File: src/rtl/rbm_pkg.sv
// ----------------------------------------------------------------------------
// rbm_pkg: bank mapper definitions
// Field widths, address decode constants, action codes and shared types.
// ----------------------------------------------------------------------------
package rbm_pkg;

  localparam int RBM_ROM_ADDR_BITS = 20;
  localparam int RBM_RAM_ADDR_BITS = 17;

  localparam int ACTION_W  = 3;
  localparam int BUS_W     = 16;
  localparam int DATA_W    = 8;
  localparam int LOAD_W    = 20;
  localparam int CFG_W     = 5;
  localparam int CFG_IDX_W = 2;

  localparam int ROM_POS_W = 23;
  localparam int RAM_POS_W = 17;

  localparam logic [BUS_W-1:0] ADDR_RAM_EN_END  = 16'h2000;
  localparam logic [BUS_W-1:0] ADDR_ROM_LOW_END = 16'h3000;
  localparam logic [BUS_W-1:0] ADDR_ROM_HI_END  = 16'h4000;
  localparam logic [BUS_W-1:0] ADDR_RAM_BK_END  = 16'h6000;

  localparam logic [3:0]        RAM_EN_KEY    = 4'hA;
  localparam logic [DATA_W-1:0] RAM_OFF_DATA  = 8'hFF;
  localparam logic [DATA_W-1:0] ZERO_DATA     = 8'h00;
  localparam int                RUMBLE_BIT    = 3;

  localparam logic [CFG_W-1:0] ROM_LOG2_RESET = 5'd20;
  localparam logic [CFG_W-1:0] RAM_LOG2_RESET = 5'd17;
  localparam logic [7:0]       ROM_LOW_RESET  = 8'h01;

  typedef enum logic [CFG_IDX_W-1:0] {
    CFG_ROM_SIZE_LOG2 = 2'd0,
    CFG_RAM_SIZE_LOG2 = 2'd1,
    CFG_HAS_RUMBLE    = 2'd2
  } cfg_index_t;

  typedef enum logic [ACTION_W-1:0] {
    ACT_REG_WRITE = 3'd0,
    ACT_ROM_READ  = 3'd1,
    ACT_RAM_READ  = 3'd2,
    ACT_RAM_WRITE = 3'd3,
    ACT_ROM_LOAD  = 3'd4
  } action_t;

  typedef enum logic [1:0] {
    SEL_ZERO,
    SEL_ROM,
    SEL_RAM,
    SEL_OFF
  } rd_sel_t;

  typedef struct packed {
    logic [3:0] ram_enable;
    logic [7:0] rom_bank_low;
    logic       rom_bank_high;
    logic [3:0] ram_bank;
  } bank_state_t;

endpackage

File: src/rtl/rbm_regs.sv
// ----------------------------------------------------------------------------
// rbm_regs: bank register file
// Decodes register writes by bus address into the enable and bank registers.
// ----------------------------------------------------------------------------
module rbm_regs (
  input  logic                       clk,
  input  logic                       rst_n,
  input  logic                       wr_en,
  input  logic [rbm_pkg::BUS_W-1:0]  bus_address,
  input  logic [rbm_pkg::DATA_W-1:0] write_data,
  output rbm_pkg::bank_state_t       bank
);
  import rbm_pkg::*;

  bank_state_t bank_r;
  bank_state_t bank_nxt;

  always_comb begin
    bank_nxt = bank_r;
    if (wr_en) begin
      if (bus_address < ADDR_RAM_EN_END) begin
        bank_nxt.ram_enable = write_data[3:0];
      end else if (bus_address < ADDR_ROM_LOW_END) begin
        bank_nxt.rom_bank_low = write_data;
      end else if (bus_address < ADDR_ROM_HI_END) begin
        bank_nxt.rom_bank_high = write_data[0];
      end else if (bus_address < ADDR_RAM_BK_END) begin
        bank_nxt.ram_bank = write_data[3:0];
      end
    end
  end

  always_ff @(posedge clk) begin
    if (!rst_n) begin
      bank_r.ram_enable    <= '0;
      bank_r.rom_bank_low  <= ROM_LOW_RESET;
      bank_r.rom_bank_high <= 1'b0;
      bank_r.ram_bank      <= '0;
    end else begin
      bank_r <= bank_nxt;
    end
  end

  assign bank = bank_r;

endmodule

File: config.mk
export PLATFORM = sky130hd
export DESIGN_NAME = rbm_regs
export DESIGN_NICKNAME = d
export VERILOG_FILES = /design/src/rtl/rbm_pkg.sv /design/src/rtl/rbm_regs.sv
export SDC_FILE = /design/constraint.sdc
export NUM_CORES = 1
export LEC_CHECK = 0
export BUFFER_PORTS_ARGS = -buffer_cell sky130_fd_sc_hd__buf_2
export CAP_MARGIN = 20
export CORE_ASPECT_RATIO = 1.25
export CORE_MARGIN = 3
export CORE_UTILIZATION = 30
export DETAILED_ROUTE_END_ITERATION = 7
export PLACE_DENSITY = 0.58
export SYNTH_ARGS = -nofsm -noshare
export SYNTH_HDL_FRONTEND = slang
export SYNTH_SLANG_ARGS = --single-unit
File: constraint.sdc
create_clock -name clk -period 0.9 [get_ports clk]
set_input_delay 0.045 -clock clk [delete_from_list [all_inputs] [get_ports clk]]
set_output_delay 0.045 -clock clk [all_outputs]
set_load 0.005 [all_outputs]
==> out/qor.txt <==
Drt first pass iters - 3
Commonest cells after routing, fill and taps aside - buf_2 (31), dfxtp_1 (17), mux2i_1 (15), nand2_1 (15), nor2b_1 (8)
Post-Route WL - 1.483 mm
Row count - 19
N_diodes - 0
Clk root buf - clkbuf_4
Number of global-route vias before repair - 581
# IOs - 44
Vias - 590
Setup crit start kind - flop
Number of buffers created by CTS - 3
Share of post-route cells with drive strength above 1 - 39.62%
Total die area - 0.003058 mm²
I/O Buffers - 31
R2R setup slack - 0.20 ns
RSZ-0062 raised after global routing - false
Fmax - 1256 MHz
Die Y-Extent - 61.09 µm
Worst Setup SP - bank[16]$_SDFFE_PN0P_
Yosys cell types - 16
Largest stage delay, worst path - 0.35 ns
Vias/cell - 4.307
Antenna-violating nets left - 0
GPL Wtd Cong - 0.6119
Total GRT Usage - 10.99%
Final #Nets - 134
DRT iter0 DRCs - 6
Total grt overflow - 0
Least-Margin Pin Slew - 0.3909 ns
Status - finished clean
CP endpoint - bank[16]
Post-Syn Instances - 69
Starting density of the core - 32.24%
CP Data Arrival Time - 0.75 ns
Dpl hpwl - 1.141 mm
Clock sinks - 17
Hold Crit Class - primary input to flop
First-pass GRT wire length - 2.587 mm
H-tree Lvls - 1
TritonCTS clock tree - built
Core Region - 0.002258 mm²
Netlist Area Pre-Place - 728.2 µm²
Crit. path cell count - 1
Final setup viols - 0
Final Skew - 0 ns
Reg-to-reg startpoint - bank[4]$_SDFFE_PN0P_
Clock Tree Buf Depth - 2
Post-synthesis sequential area ratio - 46.74%
Number of synthesis warnings - 0
Clock Latency Late Sink - 0.28 ns
Synth-to-layout area growth - 36.25%
Pwr Density - 1325 mW/mm²
Syn Area/Cell - 10.55 µm²
Static leakage - 0.4381 nW
Reg clk slew, reported paths - 0.09 ns
Initial antenna violation count - 0
Syn_nets - 96
Critical-path top delay cell - dfxtp_1
Flip-flop and latch count after synthesis - 17
Post-route DRC - 0
CP Buf/Inv Count - 1
Die width - 50.07 µm
CP cell instances - buf_2
Reg2reg end - bank[4]$_SDFFE_PN0P_
# Max-Cap Violations - 0
Hold Fails Final Rpt - 0
Crit path kind - flop to output pin
Commonest non-fill, non-tap cell in the layout - buf_2
Type of destination of the critical path - output pin
WP data required - 0.85 ns
Slew HR - 73.94%
Number of max-slew violations in the final report - 0
Post-cts sizing count - 0
Placed cell areas - 935.9 µm²
Design area - 992.2 µm²
Largest net degree at the start of global routing - 26
R2R cell count - 3
Fin Setup TNS - 0 ns
Worst Path Max Fanout - 2
Final period util - 88.46%
Max FFs per register - 17
Min cycle time layout - 0.7962 ns
Cell family with most CP delay - flip-flops
Maximum VDD drop - 0.0006478 V
Wire length per cell - 10.82 µm
==> layout make-up <==
cell class | count | area [µm²]
fill | 222 | 1266
tap | 31 | 38.79
timing repair buffer | 38 | 227.7
clock buffer | 4 | 26.28
multi-input combinational | 46 | 355.3
inverter | 1 | 3.754
sequential | 17 | 340.3
==> metal layers <==
layer	vias up	part of all wire, %	global-route usage, %
met5	-	0	0
met4	0	1.1	7.115
met3	2	6.5	2.179
met2	15	52	19.96
met1	266	41	11.69
li1	307	-	-
==> report_power, final <==
| part | switching, W | total, W | internal, W |
|---|---|---|---|
| Combinational | 0.0000676 | 0.000146 | 0.0000786 |
| Clock | 0.000226 | 0.000398 | 0.000172 |
| Sequential | 0.00000574 | 0.000771 | 0.000765 |
| Total | 0.000299 | 0.00131 | 0.00102 |
==> cells by family after synthesis <==
logic type / share of synthesized area [%]
flops: 46.74
buf+inv: 4.467
compound gates: 3.779
simple gates: 24.40
mux: 20.62
==> metrics by stage <==
step                hold WS, ns  cells  util [%]  setup WS, ns  total power, W
floorplan                0.1871     69         -       0.02706       0.0008557
global placement         0.2962    130     41.44       -0.1463       0.0009225
detailed placement       0.3035    130     41.44       -0.1933       0.0009263
CTS                    0.001372    137     43.93       0.08561        0.001337
global route           0.005944    137     43.93       0.04189        0.001390
finish                 0.008538    137     43.93        0.1038        0.001315
==> Yosys cell counts <==
cell type / count / area share [%]
nor2b_4: 1 / 1.9
a21oi_1: 1 / 0.69
mux2i_1: 15 / 21
and4bb_4: 1 / 2.2
nand2_1: 15 / 7.7
o211ai_2: 1 / 1.7
dfxtp_1: 17 / 47
buf_2: 2 / 1.4
inv_1: 1 / 0.51
a41o_1: 1 / 1.4
nand3b_1: 1 / 1.0
nor2b_1: 8 / 6.9
buf_6: 1 / 1.5
nor4bb_1: 1 / 1.4
clkbuf_1: 2 / 1.0
nor4b_4: 1 / 3.3
==> worst min-delay path, cell delays in order <==
cell,delay (ns)
buf_2,0.09
nand2_1,0.05
mux2i_1,0.06
==> worst min path at each step <==
| stage | startpoint | endpoint | slack, ns | depth (start not counted) |
|---|---|---|---|---|
| final | write_data[6] | bank[11]$_SDFFE_PN0P_ | 0.009 | 3 |
| after global routing | write_data[6] | bank[11]$_SDFFE_PN0P_ | 0.006 | 3 |
| after CTS | write_data[6] | bank[11]$_SDFFE_PN0P_ | 0.001 | 3 |
| after detailed placement | write_data[5] | bank[10]$_SDFFE_PN0P_ | 0.30 | 3 |
| after global placement | write_data[4] | bank[9]$_SDFFE_PN0P_ | 0.30 | 3 |
| after floorplan | write_data[5] | bank[10]$_SDFFE_PN0P_ | 0.19 | 2 |
==> timing repair <==
| action | in CTS | in global routing |
|---|---|---|
| endpoints found under the hold margin | 3 | 0 |
| hold buffers | 3 | 0 |
| buffers inserted | 0 | 0 |
Note: power is estimated with default switching activity, not from simulation.
